<file path="config.mk">
export PLATFORM = sky130hd
export DESIGN_NAME = dns_response_address_parser
export DESIGN_NICKNAME = d
export VERILOG_FILES = /design/src/rtl/drap_pkg.sv /design/src/rtl/drap_parser.sv /design/src/rtl/dns_response_address_parser.sv
export VERILOG_INCLUDE_DIRS = /design/src /design/src/rtl
export SDC_FILE = /design/constraint.sdc
export NUM_CORES = 1
export LEC_CHECK = 0
export ABC_AREA = 1
export BUFFER_PORTS_ARGS = -buffer_cell sky130_fd_sc_hd__buf_4
export CAP_MARGIN = 20
export CORE_MARGIN = 2
export CORE_UTILIZATION = 60
export DETAILED_ROUTE_END_ITERATION = 16
export MAX_ROUTING_LAYER = met4
export PLACE_DENSITY = 0.8
export SYNTH_ARGS = -nofsm -noshare
export SYNTH_HDL_FRONTEND = slang
export SYNTH_SLANG_ARGS = --single-unit
export TNS_END_PERCENT = 10
</file>
<file path="constraint.sdc">
create_clock -name clk_i -period 6.35 [get_ports clk_i]
set_clock_uncertainty 0.2 [all_clocks]
set_input_delay 0.635 -clock clk_i [delete_from_list [all_inputs] [get_ports clk_i]]
set_output_delay 0.635 -clock clk_i [all_outputs]
set_load 0.01 [all_outputs]
</file>
<file path="src/rtl/dns_response_address_parser_assert.svh">
// Assertion macros used by the parser RTL.
`ifndef DNS_RESPONSE_ADDRESS_PARSER_ASSERT_SVH
`define DNS_RESPONSE_ADDRESS_PARSER_ASSERT_SVH

// Clocked assertion that is switched off while reset is asserted.
`define DRAP_ASSERT(name, clk, rst_n, prop, msg) \
  name: assert property (@(posedge clk) disable iff (!rst_n) prop) else $error(msg);

// Clocked assertion that is also checked during reset.
`define DRAP_ASSERT_ALWAYS(name, clk, prop, msg) \
  name: assert property (@(posedge clk) prop) else $error(msg);

`endif

</file>
<file path="src/rtl/drap_pkg.sv">
package drap_pkg;

  // Default upper bound on the frame length in bytes.
  localparam int unsigned MaxFrameBytesDef = 2048;

  // Frames shorter than this never report a match.
  localparam int unsigned MinFrameBytes = 35;
  // Number of the byte after which the first type word starts.
  localparam int unsigned HdrBytes = 12;

  // Type words, first wire byte in the low half.
  localparam logic [15:0] TypeVlan   = 16'h0081;
  localparam logic [15:0] TypePppoe  = 16'h6488;
  localparam logic [15:0] TypePppIp  = 16'h2100;
  localparam logic [15:0] TypeIpv4   = 16'h0008;
  localparam logic [15:0] VlanSkip   = 16'd2;
  localparam logic [15:0] PppoeSkip  = 16'd6;

  localparam logic [7:0] ProtoUdp     = 8'h11;
  localparam logic [7:0] DnsPortHi    = 8'h00;
  localparam logic [7:0] DnsPortLo    = 8'h35;
  localparam logic [7:0] FlagsFirst   = 8'h81;
  localparam logic [7:0] FlagsSecond  = 8'h80;
  localparam logic [7:0] RrTypeHi     = 8'h00;
  localparam logic [7:0] RrTypeCname  = 8'h05;
  localparam logic [7:0] RrTypeA      = 8'h01;

  // Parser phases.
  typedef enum logic [3:0] {
    PH_HDR   = 4'd0,
    PH_TYPE  = 4'd1,
    PH_TAG   = 4'd2,
    PH_IP    = 4'd3,
    PH_UDP   = 4'd4,
    PH_DNS   = 4'd5,
    PH_QNAME = 4'd6,
    PH_QTAIL = 4'd7,
    PH_RTYPE = 4'd8,
    PH_RFIX  = 4'd9,
    PH_RLEN  = 4'd10,
    PH_RDATA = 4'd11,
    PH_RPTR  = 4'd12,
    PH_AFIX  = 4'd13,
    PH_ADDR  = 4'd14,
    PH_DONE  = 4'd15
  } phase_e;

  // Result codes.
  typedef enum logic [1:0] {
    ST_NO_MATCH  = 2'd0,
    ST_BAD_FLAGS = 2'd1,
    ST_BAD_TYPE  = 2'd2,
    ST_FOUND     = 2'd3
  } status_e;

  // Configuration register indexes.
  typedef enum logic [1:0] {
    CFG_SERVER_ADDR = 2'd0,
    CFG_CLIENT_PORT = 2'd1,
    CFG_TRANS_ID    = 2'd2
  } cfg_idx_e;

  // Configuration values handed to the parser.
  typedef struct packed {
    logic [31:0] server_addr;
    logic [15:0] client_port;
    logic [15:0] trans_id;
  } cfg_t;

  // Per-frame result leaving the parser on the last byte.
  typedef struct packed {
    logic        valid;
    status_e     status;
    logic [31:0] addr;
  } result_t;

endpackage

</file>
<file path="src/rtl/drap_parser.sv">
module drap_parser import drap_pkg::*; #(
  parameter int unsigned MaxFrameBytes = MaxFrameBytesDef
) (
  input  logic       clk_i,
  input  logic       rst_ni,
  input  logic       accept_i,
  input  logic [7:0] frame_byte_i,
  input  logic       frame_end_i,
  input  cfg_t       cfg_i,
  output result_t    result_o
);

  localparam int unsigned CntW = $clog2(MaxFrameBytes + 1);

  phase_e      phase_q, phase_d;
  logic [CntW-1:0] cnt_q, cnt_d;
  logic [4:0]  off_q, off_d;
  logic [15:0] skip_q, skip_d;
  logic [7:0]  held_q, held_d;
  status_e     verdict_q, verdict_d;
  logic        final_q, final_d;
  logic [31:0] capt_q, capt_d;

  logic [15:0] type_word;
  logic [15:0] skip_dec;
  logic [7:0]  srv_byte;

  assign type_word = {frame_byte_i, held_q};
  assign skip_dec  = skip_q - 16'd1;
  assign srv_byte  = cfg_i.server_addr[{off_q[1:0], 3'b000} +: 8];

  // Next-state logic for one frame byte, plus the result on the last byte.
  always_comb begin
    phase_d   = phase_q;
    cnt_d     = cnt_q;
    off_d     = off_q;
    skip_d    = skip_q;
    held_d    = held_q;
    verdict_d = verdict_q;
    final_d   = final_q;
    capt_d    = capt_q;
    result_o  = '0;

    if (accept_i) begin
      if (cnt_q >= CntW'(MaxFrameBytes)) begin
        // Oversize frame: close the verdict as not matching.
        verdict_d = ST_NO_MATCH;
        final_d   = 1'b1;
        phase_d   = PH_DONE;
      end else begin
        cnt_d = cnt_q + CntW'(1);
        if (!final_q) begin
          unique case (phase_q)
            PH_HDR: begin
              if (cnt_d >= CntW'(HdrBytes)) begin
                phase_d = PH_TYPE;
                off_d   = '0;
              end
            end
            PH_TYPE: begin
              if (off_q == 5'd0) begin
                held_d = frame_byte_i;
                off_d  = 5'd1;
              end else begin
                off_d = '0;
                if (type_word == TypeVlan) begin
                  skip_d  = VlanSkip;
                  phase_d = PH_TAG;
                end else if (type_word == TypePppoe) begin
                  skip_d  = PppoeSkip;
                  phase_d = PH_TAG;
                end else if (type_word == TypePppIp || type_word == TypeIpv4) begin
                  phase_d = PH_IP;
                end else begin
                  verdict_d = ST_NO_MATCH;
                  final_d   = 1'b1;
                  phase_d   = PH_DONE;
                end
              end
            end
            PH_TAG: begin
              skip_d = skip_dec;
              if (skip_dec == 16'd0) begin
                phase_d = PH_TYPE;
                off_d   = '0;
              end
            end
            PH_IP: begin
              if ((off_q == 5'd9 && frame_byte_i != ProtoUdp) ||
                  (off_q >= 5'd12 && off_q <= 5'd15 && frame_byte_i != srv_byte)) begin
                verdict_d = ST_NO_MATCH;
                final_d   = 1'b1;
                phase_d   = PH_DONE;
              end else if (off_q == 5'd19) begin
                phase_d = PH_UDP;
                off_d   = '0;
              end else begin
                off_d = off_q + 5'd1;
              end
            end
            PH_UDP: begin
              if ((off_q == 5'd0 && frame_byte_i != DnsPortHi) ||
                  (off_q == 5'd1 && frame_byte_i != DnsPortLo) ||
                  (off_q == 5'd2 && frame_byte_i != cfg_i.client_port[7:0]) ||
                  (off_q == 5'd3 && frame_byte_i != cfg_i.client_port[15:8])) begin
                verdict_d = ST_NO_MATCH;
                final_d   = 1'b1;
                phase_d   = PH_DONE;
              end else if (off_q == 5'd7) begin
                phase_d = PH_DNS;
                off_d   = '0;
              end else begin
                off_d = off_q + 5'd1;
              end
            end
            PH_DNS: begin
              if ((off_q == 5'd0 && frame_byte_i != cfg_i.trans_id[7:0]) ||
                  (off_q == 5'd1 && frame_byte_i != cfg_i.trans_id[15:8])) begin
                verdict_d = ST_NO_MATCH;
                final_d   = 1'b1;
                phase_d   = PH_DONE;
              end else begin
                if (off_q == 5'd2) begin
                  held_d = frame_byte_i;
                end
                if (off_q == 5'd3 &&
                    (held_q != FlagsFirst || frame_byte_i != FlagsSecond)) begin
                  verdict_d = ST_BAD_FLAGS;
                  final_d   = 1'b1;
                  phase_d   = PH_DONE;
                end else if (off_q == 5'd11) begin
                  phase_d = PH_QNAME;
                  off_d   = '0;
                end else begin
                  off_d = off_q + 5'd1;
                end
              end
            end
            PH_QNAME: begin
              if (frame_byte_i == 8'd0) begin
                phase_d = PH_QTAIL;
                off_d   = '0;
              end
            end
            PH_QTAIL: begin
              if (off_q == 5'd5) begin
                phase_d = PH_RTYPE;
                off_d   = '0;
              end else begin
                off_d = off_q + 5'd1;
              end
            end
            PH_RTYPE: begin
              if (off_q == 5'd0) begin
                held_d = frame_byte_i;
                off_d  = 5'd1;
              end else if (held_q == RrTypeHi && frame_byte_i == RrTypeCname) begin
                phase_d = PH_RFIX;
                off_d   = '0;
              end else if (held_q == RrTypeHi && frame_byte_i == RrTypeA) begin
                phase_d = PH_AFIX;
                off_d   = '0;
              end else begin
                verdict_d = ST_BAD_TYPE;
                final_d   = 1'b1;
                phase_d   = PH_DONE;
              end
            end
            PH_RFIX: begin
              if (off_q == 5'd5) begin
                phase_d = PH_RLEN;
                off_d   = '0;
              end else begin
                off_d = off_q + 5'd1;
              end
            end
            PH_RLEN: begin
              if (off_q == 5'd0) begin
                held_d = frame_byte_i;
                off_d  = 5'd1;
              end else begin
                skip_d  = {held_q, frame_byte_i};
                off_d   = '0;
                phase_d = ({held_q, frame_byte_i} != 16'd0) ? PH_RDATA : PH_RPTR;
              end
            end
            PH_RDATA: begin
              skip_d = skip_dec;
              if (skip_dec == 16'd0) begin
                phase_d = PH_RPTR;
                off_d   = '0;
              end
            end
            PH_RPTR: begin
              if (off_q == 5'd1) begin
                phase_d = PH_RTYPE;
                off_d   = '0;
              end else begin
                off_d = 5'd1;
              end
            end
            PH_AFIX: begin
              if (off_q == 5'd7) begin
                phase_d = PH_ADDR;
                off_d   = '0;
                capt_d  = '0;
              end else begin
                off_d = off_q + 5'd1;
              end
            end
            PH_ADDR: begin
              capt_d[{off_q[1:0], 3'b000} +: 8] = frame_byte_i;
              if (off_q >= 5'd3) begin
                verdict_d = ST_FOUND;
                final_d   = 1'b1;
                phase_d   = PH_DONE;
              end else begin
                off_d = off_q + 5'd1;
              end
            end
            PH_DONE: begin
            end
            default: begin
            end
          endcase
        end
      end

      // The last byte reports the verdict and clears the frame state.
      if (frame_end_i) begin
        result_o.valid  = 1'b1;
        result_o.status = (final_d && cnt_d >= CntW'(MinFrameBytes)) ? verdict_d
                                                                     : ST_NO_MATCH;
        result_o.addr   = (result_o.status == ST_FOUND) ? capt_d : '0;
        phase_d   = PH_HDR;
        cnt_d     = '0;
        off_d     = '0;
        skip_d    = '0;
        held_d    = '0;
        verdict_d = ST_NO_MATCH;
        final_d   = 1'b0;
        capt_d    = '0;
      end
    end
  end

  // Frame state registers.
  always_ff @(posedge clk_i or negedge rst_ni) begin
    if (!rst_ni) begin
      phase_q   <= PH_HDR;
      cnt_q     <= '0;
      off_q     <= '0;
      skip_q    <= '0;
      held_q    <= '0;
      verdict_q <= ST_NO_MATCH;
      final_q   <= 1'b0;
      capt_q    <= '0;
    end else begin
      phase_q   <= phase_d;
      cnt_q     <= cnt_d;
      off_q     <= off_d;
      skip_q    <= skip_d;
      held_q    <= held_d;
      verdict_q <= verdict_d;
      final_q   <= final_d;
      capt_q    <= capt_d;
    end
  end

endmodule

</file>
<file path="src/rtl/dns_response_address_parser.sv">
// Parses an Ethernet frame delivered one byte per transaction and reports,
// on the byte marked as the frame end, whether it is the expected DNS A-record
// response and, if so, the resolved IPv4 address. The block takes one byte
// every clock cycle: each byte advances the parser state, and the per-frame
// result appears in the output register in the cycle after the last byte is
// accepted. The output register frees in the same cycle its result is taken,
// so input only stalls while a result waits downstream. Configuration
// registers (server address, client port, transaction id, all in wire byte
// order with the first byte in bits 7..0) must be written by the user only
// while no frame is in progress; the block itself does not enforce this.
module dns_response_address_parser import drap_pkg::*; #(
  parameter int unsigned MaxFrameBytes = MaxFrameBytesDef
) (
  input  logic        clk_i,
  input  logic        rst_ni,
  input  logic        in_valid_i,
  output logic        in_ready_o,
  input  logic [7:0]  frame_byte_i,
  input  logic        frame_end_i,
  output logic        out_valid_o,
  input  logic        out_ready_i,
  output logic [1:0]  status_o,
  output logic [31:0] resolved_address_o,
  input  logic        cfg_we_i,
  input  logic [1:0]  cfg_index_i,
  input  logic [31:0] cfg_data_i
);

`include "dns_response_address_parser_assert.svh"

  cfg_t        cfg_q;
  result_t     result;
  logic        in_accept;
  logic        out_valid_q;
  logic [1:0]  status_q;
  logic [31:0] addr_q;

  assign in_ready_o = !out_valid_q || out_ready_i;
  assign in_accept  = in_valid_i && in_ready_o;

  // Configuration register writes.
  always_ff @(posedge clk_i or negedge rst_ni) begin
    if (!rst_ni) begin
      cfg_q <= '0;
    end else if (cfg_we_i) begin
      unique case (cfg_idx_e'(cfg_index_i))
        CFG_SERVER_ADDR: cfg_q.server_addr <= cfg_data_i;
        CFG_CLIENT_PORT: cfg_q.client_port <= cfg_data_i[15:0];
        CFG_TRANS_ID:    cfg_q.trans_id    <= cfg_data_i[15:0];
        default: begin
        end
      endcase
    end
  end

  drap_parser #(
    .MaxFrameBytes(MaxFrameBytes)
  ) u_parser (
    .clk_i       (clk_i),
    .rst_ni      (rst_ni),
    .accept_i    (in_accept),
    .frame_byte_i(frame_byte_i),
    .frame_end_i (frame_end_i),
    .cfg_i       (cfg_q),
    .result_o    (result)
  );

  // Output register valid flag.
  always_ff @(posedge clk_i or negedge rst_ni) begin
    if (!rst_ni) begin
      out_valid_q <= 1'b0;
    end else if (result.valid) begin
      out_valid_q <= 1'b1;
    end else if (out_ready_i) begin
      out_valid_q <= 1'b0;
    end
  end

  // Output register payload.
  always_ff @(posedge clk_i) begin
    if (result.valid) begin
      status_q <= result.status;
      addr_q   <= result.addr;
    end
  end

  assign out_valid_o        = out_valid_q;
  assign status_o           = status_q;
  assign resolved_address_o = addr_q;

  // A frame end always produces a result in the next cycle.
  `DRAP_ASSERT(a_end_gives_result, clk_i, rst_ni,
    (in_accept && frame_end_i) |=> out_valid_o, "frame end without result")

  // A non-final byte never creates a result on its own.
  `DRAP_ASSERT(a_no_spurious_result, clk_i, rst_ni,
    (in_accept && !frame_end_i && out_ready_i) |=> !out_valid_o, "spurious result")

  // The address is only reported together with a found status.
  `DRAP_ASSERT(a_addr_only_when_found, clk_i, rst_ni,
    (out_valid_o && status_o != ST_FOUND) |-> (resolved_address_o == 32'd0),
    "address reported without a found status")

endmodule

</file>
# [Yosys cells after proc, flatten, opt, wreduce, memory -nomap -nowiden]
# Cells that the tools add are included.
[word_totals] regBits=179 latchBits=0 ramBits=0 romBits=0 input_bits=48 output_inout_bits=36 word_cells=262 n_memories=0
[op_classes] addsub=4 mul=0 n_div=0 magnitude_cmp=6 eq_ne=72 shift=3 muxes=114 bitwise=0 n_reduce_logical=49
[op_table] op="$mux 32" count=5
[op_table] op="$mux 16" count=7
[op_table] op="$mux 4" count=26
[op_table] op="$mux 5" count=18
[op_table] op="$mux 35" count=2
[op_table] op="$pmux 32 s2" count=1
[op_table] op="$pmux 4 s15" count=1
[op_table] op="$pmux 5 s12" count=1
[op_table] op="$mux 8" count=6
[op_table] op="$pmux 16 s3" count=1
[op_table] op="$ne 4x2->1 const B" count=10
[op_table] op="$ne 8x8->1" count=5
[op_table] op="$mux 12" count=3
[op_table] op="$mux 2" count=18
[op_table] op="$bwmux 32" count=1
[op_table] op="$shift 8x7->32 const A" count=1
[op_table] op="$shiftx 32x6->8" count=1
[op_table] op="$shiftx 8x7->32" count=1
[op_table] op="$eq 4x4->1 const B" count=7
[op_table] op="$ne 3x3->1 const B" count=8
[op_table] op="$mux 1" count=20
[op_table] op="$reduce_and 18->1" count=1
[op_table] op="$reduce_bool 17->1" count=1
[op_table] op="$eq 16x14->1 const B" count=1
[op_table] op="other kinds (58)" count=102

# [Longest topological paths before layout]
# Gate-level depths: netlist of run 1.
[logic_depth] word_depth=17 depth_mapped=22 depth_no_buf=19

# [By module]
# Synthesis of run 1 repeated with hierarchy kept, for this count alone.
[hier_totals] hier_cells=1482 hier_area_um2=11100.6
[by_module_without_submodules] mod="drap_parser" n_inst=1 cells_each=1159 area_each_um2=7439.6 seq_area_each_um2=2001.9
[by_module_without_submodules] mod="dns_response_address_parser" n_inst=1 cells_each=323 area_each_um2=3661.0 seq_area_each_um2=2647.5

# [Worst setup path before layout of run 1]
# Ideal clock, no wire load.
[synth_path] path_type="input port to flip-flop" from="input port out_ready_i" to="register addr_q[19] (netlist: resolved_address_o[19]) (data pin)" setup_time_ns=0.136 arrival_time_ns=3.278 required_time_ns=6.014 path_slack_ns=2.736 cell_stages=9 path_buffers=1 path_cell_list="inv_1 nand2_1 nand2_1 nor2_1 inv_1 nor2_4 nand2_4 buf_6 nor2_2"
[synth_via] elab_chain_cells=3
[synth_lines] item="start, declared" line="dns_response_address_parser.sv:21" text="input logic out_ready_i,"
[synth_lines] item="$logic_or 1x1->1" line="dns_response_address_parser.sv:38" text="assign in_ready_o = !out_valid_q || out_ready_i;"
[synth_lines] item="named net in_ready_o" line="dns_response_address_parser.sv:17" text="output logic in_ready_o,"
[synth_lines] item="$logic_and 1x1->1" line="dns_response_address_parser.sv:39" text="assign in_accept = in_valid_i && in_ready_o;"
[synth_lines] item="$reduce_and 3->1 (no line)"
[synth_lines] item="end signal, assigned" line="dns_response_address_parser.sv:83" text="addr_q <= result.addr;"
[synth_lines] item="end, declared" line="dns_response_address_parser.sv:36" text="logic [31:0] addr_q;"
# The timed path passes the listed nets, and every way through them passes these cells.
# A chain may end at the register's enable or synchronous reset.

# [Final worst setup path of run 1]
[layout_path] from="register u_parser.off_q[0]" to="register addr_q[11] (netlist: resolved_address_o[11]) (data pin)"
[layout_via] elab_chain_cells=14 elab_cells_between_ends=60 cone_classes="add/sub: 1; order compare: 3; eq/ne: 7; shift: 3; mux: 28; reduce/logical: 18"
[layout_lines] item="start, declared" line="drap_parser.sv:17" text="logic [4:0] off_q, off_d;"
[layout_lines] item="start signal, assigned" line="drap_parser.sv:252" text="off_q <= '0;"
[layout_lines] item="start signal, assigned" line="drap_parser.sv:261" text="off_q <= off_d;"
[layout_lines] item="parallel branches: the longest is 14 deep, another holds $shiftx 32x6->8"
# Several ways; the timed one is not identified. The select of a mux whose other input is x is not followed.

==> impl_metrics.ini, run 1 <==
[layout]
layout-drive-gt1-share_pct = 14.1
postLayoutCoreUtil_pct = 68.1
nets = 1427
area_growth_pct = 11.8
instances_no_fill = 1609

[cts]
clk_path_buf_depth = 2
cts_root_buf = clkbuf_16
cts_hold_buffers = 0
cts_buffers = 17
cts.sinks = 179
cts_tree = yes
post_cts_buffers = 0
cts-resized-gates = 0
clk_pin_slew_worst_paths_ns = 0.07
cts_max_level = 4
clock_latency_ns = 0.44

[sta]
maxSlewViolCount = 0
fin_crit_sh_pct = 59.4
setup-tns-final_ns = 0
finalHoldViolations = 0
rsz0062_at_grt = false
setup_violations = 0
timing.fmax_mhz = 265
period_minus_slack_ns = 3.77
hold-worst-slack_ns = 0.0137
worstMarginPinSlew_ns = 1.06
slew_headroom_pct = 29.3

[critical_path]
setup.worst_path.start_class = register
path_buf_inv = 2
crit_chain = inv_4, ha_1, nand2_2, inv_1, nand2_1, nand3_1, nand2_1, nand3_1, nor2_1, nand3_2, nand2_2, nor2_2, nand2_4, nor2_1
cpPeakStageDelay_ns = 0.96
end_kind = register
cp.required_ns = 6.33
reg2reg_slack_ns = 2.58
crit_path_max_fanout = 32
critPathSlowestCell = dfrtp_1
cp.arrival_ns = 3.75
crit_type = register to register
cpLargestDelayFamily = simple AND/OR/NAND/NOR gates

[logic_synthesis]
synth_area_um2 = 10500
syn_inst = 1324
yosysSeqAreaShare_pct = 44.5
synth_edf_count = 34
synth_top_family_by_area = simple AND/OR/NAND/NOR gates
ys.warnings.count = 0
synth_nets = 1381
synth-simple-area-share_pct = 25.0
synth_seq_cells = 179
synth_top_area_share_pct = 34.7
synthMuxAreaShare_pct = 1.72
synthFlopType = dfrtp_1
synth_area_per_cell_um2 = 7.90
synthTopCellsByArea = dfrtp_1, nand2_1, edfxtp_1
yosysUniqueCellTypes = 47
synthAdderAreaFrac_pct = 1.08
synth_compound_area_share_pct = 14.8
async_flop_share_pct = 81.0
yosys.area_share.xor_xnor_pct = 3.69
yosysTopAreaCell = dfrtp_1

[power]
p_per_area_nw_per_um2 = 324
irDropWorstVdd_v = 0.000205
p_clk_share_pct = 28.9
netSwitchingPower_mw = 1.48
swShare_pct = 39.2
power.share.sequential_pct = 37.9
internal-power_mw = 2.30
cellLeakagePower_nw = 5.20
comb_power_share_pct = 33.1

[global_routing]
grt-ovfl-total = 0
grt_pass1_wl_um = 46400
grt_max_degree = 75
grt_usage_pct = 33.1
antenna_found_initial = 1
grt_pass1_vias = 9071

[drt]
dr.first_iter.drc_count = 949
avgRoutedWirePerCell_um = 17.9
postRouteAntennaNets = 0
drt_wl_total_um = 28800
num_vias = 9505
avgViaCountPerCell = 5.91
firstDrtPassIters = 6
route.detailed.drc = 0

[placement]
place.gp.congestion = 0.937
dp_hpwl_um = 19600
dp_cells = 1576
port_buffers = 83

[flow_run]
cap_violations = 0

[floorplan]
die_width_um = 136
fp.dieH_um = 136
core-area_um2 = 17200
ios = 84
dieArea_um2 = 18500
initial_core_util_pct = 60.9
rows = 48

[worst_hold_path]
hold_path.class = input pin to asynchronous set/reset pin

[status]
status = completed
## sequential cells by signal, summed over array words and instances, names as in the netlist
| signal | flops |
|---|---|
| u_parser.off_q | 5 |
| status_o | 2 |
| u_parser.capt_q | 32 |
| cfg_q | 64 |
| u_parser.skip_q | 16 |
| out_valid_o | 1 |
| resolved_address_o | 32 |
| u_parser.verdict_q | 2 |
| u_parser.final_q | 1 |
| u_parser.held_q | 8 |
| u_parser.cnt_q | 12 |
| u_parser.phase_q | 4 |
## through the flow
step	total power [mW]	setup slack, ns	area, um^2
finish	3.79	2.58	11700
global route	4.02	2.31	11700
CTS	3.77	2.65	11700
detailed placement	2.68	2.64	11100
global placement	2.66	2.84	11100
floorplan	2.37	2.74	10500
## power groups by stage
stage	Combinational, mW	Clock, mW	Sequential [mW]
4_1_cts	1.23	1.10	1.43
3_5_place_dp	1.22	0	1.45
2_1_floorplan	0.963	0	1.41
3_3_place_gp	1.21	0	1.45
5_1_grt	1.41	1.15	1.45
6_report	1.25	1.10	1.44
## worst reg2reg max path, cell delays in order (launching register included)
cell     delay (ns)
dfrtp_1        0.96
inv_4          0.25
ha_1           0.42
nand2_2        0.23
inv_1          0.12
nand2_1        0.12
nand3_1        0.16
nand2_1        0.16
nand3_1        0.09
nor2_1         0.12
nand3_2        0.09
nand2_2        0.11
nor2_2         0.06
nand2_4        0.33
nor2_1         0.12
## cells by family after synthesis
kind of cell	after synthesis
xor gates and xnor gates	44
AOI/OAI and AO/OA	252
DFF	179
adders and majority gates	9
buffers and inverters	228
and+or+nand+nor	596
muxes	16
## layout by cell type, fill, tap and decap left out, types with 2 or more instances in the layout
| cell | synthesis | final |
|---|---|---|
| mux2_2 | 16 | 16 |
| nor2_4 | 3 | 4 |
| xor2_1 | 14 | 14 |
| nand3_1 | 107 | 107 |
| clkinv_8 | 0 | 5 |
| nand3_2 | 3 | 3 |
| a31oi_1 | 5 | 5 |
| clkinv_1 | 4 | 4 |
| o22ai_1 | 84 | 84 |
| o221ai_2 | 3 | 3 |
| buf_4 | 10 | 87 |
| and3_1 | 2 | 2 |
| nand2_2 | 9 | 9 |
| xnor2_1 | 30 | 30 |
| edfxtp_1 | 34 | 34 |
| a21oi_1 | 13 | 13 |
| o2111ai_1 | 2 | 2 |
| nor2_2 | 22 | 22 |
| inv_8 | 0 | 2 |
| nor4_1 | 2 | 2 |
| clkinv_4 | 0 | 3 |
| ha_1 | 9 | 9 |
| inv_1 | 153 | 153 |
| inv_2 | 9 | 9 |
| o21ai_1 | 5 | 4 |
| nor3_1 | 15 | 15 |
| a22oi_1 | 40 | 40 |
| clkbuf_16 | 0 | 17 |
| nand2_1 | 301 | 301 |
| inv_6 | 0 | 3 |
| o21ai_0 | 89 | 89 |
| dfrtp_1 | 145 | 145 |
| o31ai_1 | 5 | 5 |
| nand4_1 | 14 | 14 |
| nor2_1 | 111 | 110 |
## final timing paths
| path | start | cells past startpoint | end |
|---|---|---|---|
| setup / recovery | u_parser.off_q[0]$_DFFE_PN0P_ | 14 | resolved_address_o[11]$_SDFFCE_PN0P_ |
| min in group clk_i | cfg_data_i[23] | 2 | cfg_q[55]$_DFFE_PN0P_ |
| hold reg to reg | cfg_q[41]$_DFFE_PN0P_ | 2 | cfg_q[41]$_DFFE_PN0P_ |
| max in group asynchronous | rst_ni | 2 | u_parser.capt_q[31]$_DFFE_PN0P_ |
| setup reg to reg | u_parser.off_q[0]$_DFFE_PN0P_ | 14 | resolved_address_o[11]$_SDFFCE_PN0P_ |
| hold / removal | rst_ni | 1 | u_parser.skip_q[9]$_DFFE_PN0P_ |
## metal layers
layer  global-route usage [%]  vias to the layer above  wire [um]
li1                         -                     4529          -
met3                     6.15                       72       1910
met5                        -                        -          0
met1                     43.4                     4477      12400
met4                     12.8                        0        979
met2                     51.5                      427      13500
## Yosys cell counts (2+ instances only)
cell type    n
a21oi_1     13
a22oi_1     40
a31oi_1      5
and3_1       2
buf_2        9
buf_4       10
buf_6        8
clkbuf_1    34
clkinv_1     4
dfrtp_1    145
edfxtp_1    34
ha_1         9
inv_1      153
inv_2        9
mux2_2      16
nand2_1    301
nand2_2      9
nand3_1    107
nand3_2      3
nand4_1     14
nor2_1     111
nor2_2      22
nor2_4       3
nor3_1      15
nor4_1       2
o2111ai_1    2
o21ai_0     89
o21ai_1      5
o221ai_2     3
o22ai_1     84
o31ai_1      5
xnor2_1     30
xor2_1      14
## cell type report
cell class / count / area [um^2]
Antenna cell: 1 / 2.50
Clock buffer: 17 / 425
Clock inverter: 15 / 191
Fill cell: 1486 / 5480
Inverter: 167 / 629
Multi-Input combinational cell: 917 / 4850
Sequential cell: 179 / 4650
Tap cell: 225 / 282
Timing Repair Buffer: 88 / 664
No activity file was read; power rests on OpenSTA's default activity.
==> inputs of run 2 (changes only) <==
ABC_AREA = 0   (was 1)
clock period = 3.7 ns   (was 6.35 ns; I/O delays follow)
==> run 2 against run 1 <==
Net effect:
- sequential power rose by 86%
- clock power rose by 61%
- flip-flop and latch count did not move
- largest power group unchanged
- wire length increased by 7.5%
- power rose by 84%
==> impl_metrics.ini, run 2 <==
[critical_path]
r2r_cells = 8
end_kind = register
cp-endpoint = u_parser.phase_q[3]$_DFFE_PN0P_
worstSetupStartpoint = u_parser.skip_q[4]$_DFFE_PN0P_
r2r-end = u_parser.phase_q[3]$_DFFE_PN0P_
crit_path_max_fanout = 7
reg2reg_slack_ns = 0.16
cp.required_ns = 3.82
crit_type = register to register
setup.worst_path.start_class = register
cp.arrival_ns = 3.67
reg2reg_from = u_parser.skip_q[4]$_DFFE_PN0P_

[floorplan]
die_width_um = 136
initial_core_util_pct = 61.0
fp.dieH_um = 136
ios = 84
core-area_um2 = 17200
rows = 48
dieArea_um2 = 18600

[cts]
cts_root_buf = clkbuf_16
clock_latency_ns = 0.45
cts.sinks = 179
clk_pin_slew_worst_paths_ns = 0.08
cts_buffers = 17
cts_max_level = 4
cts_tree = yes
clk_path_buf_depth = 2

[logic_synthesis]
synth_edf_count = 34
yosys.area_share.xor_xnor_pct = 4.00
synth_compound_area_share_pct = 19.3
synth_nets = 1133
synth_top_area_share_pct = 34.5
synthAdderAreaFrac_pct = 1.07
syn_inst = 1076
synth_top_family_by_area = compound AO/OA/AOI/OAI gates
ys.warnings.count = 0
yosysMostFrequentCell = dfrtp_1
synth-simple-area-share_pct = 17.1
synthMuxAreaShare_pct = 9.17
synthFlopType = dfrtp_1
synth_area_um2 = 10500
yosysSeqAreaShare_pct = 44.2
synth_area_per_cell_um2 = 9.78
async_flop_share_pct = 81.0
synthTopCellsByArea = dfrtp_1, edfxtp_1, mux2_2
yosysUniqueCellTypes = 84
yosysTopAreaCell = dfrtp_1
ys_top_cells_by_count = dfrtp_1, o21ai_0, nor2_1
synth_seq_cells = 179

[global_routing]
antenna_found_initial = 0
grt-ovfl-total = 0
grt_usage_pct = 35.1
grt_pass1_vias = 8992
grt_pass1_wl_um = 48600
grt_max_degree = 77

[layout]
layout_common_cells = dfrtp_1, buf_4, o21ai_0
top_register = cfg_q
n_antenna_cell = 0
layout-drive-gt1-share_pct = 22.8
multi_input_area_um2 = 5340
regArea_um2 = 4650
layout_commonest_cell = dfrtp_1
nets = 1226
area_growth_pct = 16.8
largest_reg_flops = 64
fill_cells = 1212

[drt]
routed.top_layer = met4
wl_met1_um = 12500
firstDrtPassIters = 6
drt_wl_total_um = 30900
postRouteAntennaNets = 0
dr.first_iter.drc_count = 1114
avgViaCountPerCell = 6.65
routed-wl-met2_um = 15000
route.detailed.drc = 0
num_vias = 9361
wl_met3_um = 2260
avgRoutedWirePerCell_um = 22.0

[sta]
timing.fmax_mhz = 282
finalHoldViolations = 0
fin_crit_sh_pct = 95.7
slew_headroom_pct = 29.3
setup_violations = 0
rsz0062_at_grt = false
period_minus_slack_ns = 3.54
maxSlewViolCount = 0
worstMarginPinSlew_ns = 1.06
setup-tns-final_ns = 0

[power]
irDropWorstVdd_v = 0.000456
total_power_mw = 6.97
p_per_area_nw_per_um2 = 568
cellLeakagePower_nw = 4.85

[placement]
place.gp.congestion = 1.05
dp_hpwl_um = 19900
port_buffers = 83

[worst_hold_path]
min-delay-start = cfg_data_i[13]
hold_depth = 2
hold_path.class = input pin to register

[status]
status = completed

[flow_run]
cap_violations = 0
-- run 2: repair_timing --
item,in CTS,in global routing
endpoints found under the setup margin,0,36
endpoints found under the hold margin,119,1
resized for setup,0,2
hold buffers,30,1
setup buffers,0,0
-- run 2: worst min path at each step --
stage,slack [ns],end
2_1_floorplan,-0.13,cfg_q[0]$_DFFE_PN0P_
3_3_place_gp,0.24,cfg_q[61]$_DFFE_PN0P_
3_5_place_dp,0.24,cfg_q[61]$_DFFE_PN0P_
4_1_cts,0.006,cfg_q[26]$_DFFE_PN0P_
5_1_grt,0.02,cfg_q[45]$_DFFE_PN0P_
6_report,0.01,cfg_q[29]$_DFFE_PN0P_
-- run 2: layout make-up --
class | instances | area share, %
Clock buffer | 19 | 3.70
Inverter | 30 | 0.917
Timing Repair Buffer | 160 | 10.8
Tap cell | 225 | 2.29
Clock inverter | 13 | 0.937
Sequential cell | 179 | 37.9
Multi-Input combinational cell | 781 | 43.5
-- run 2: per-stage QoR --
stage                     area [um^2]  setup slack [ns]  cells  util (%)  hold WS, ns
final                           12300             0.159   1407      71.3       0.0114
after CTS                       12300            0.0951   1406      71.2      0.00578
after global placement          11400             0.184   1344      66.1        0.240
after floorplan                 10500             0.140   1076         -       -0.126
after global routing            12300           0.00615   1407      71.3       0.0157
after detailed placement        11400             0.132   1344      66.1        0.240
-- run 2: per-layer routing --
metal,global-route usage (%),vias to the layer above
li1,-,4212
met1,45.4,4566
met2,55.5,474
met3,5.44,109
met4,14.7,0
met5,-,-
-- run 2: cells by family (layout without fill, tap and decap cells) --
group,Yosys count,in the layout
AOI/OAI and AO/OA,301,301
DFF,179,179
adders and majority gates,9,9
and+or+nand+nor,345,345
xor gates and xnor gates,48,48
buffers and inverters,116,222
muxes,78,78
-- run 2: worst max-delay path, stage by stage (launching register included) --
cell	delay [ns]
dfrtp_1	0.45
or4_4	0.59
or4_4	0.56
o41ai_2	0.27
nand4_1	0.16
a211oi_2	0.31
nand2_1	0.16
o32ai_4	0.34
mux2_2	0.38
-- run 2: report_power, final --
| group | leakage [nW] | total, mW | internal, mW | switching [mW] |
|---|---|---|---|---|
| sequential | 2.17 | 2.68 | 2.32 | 0.360 |
| combinational | 2.39 | 2.53 | 1.14 | 1.39 |
| clock | 0.281 | 1.77 | 0.923 | 0.849 |
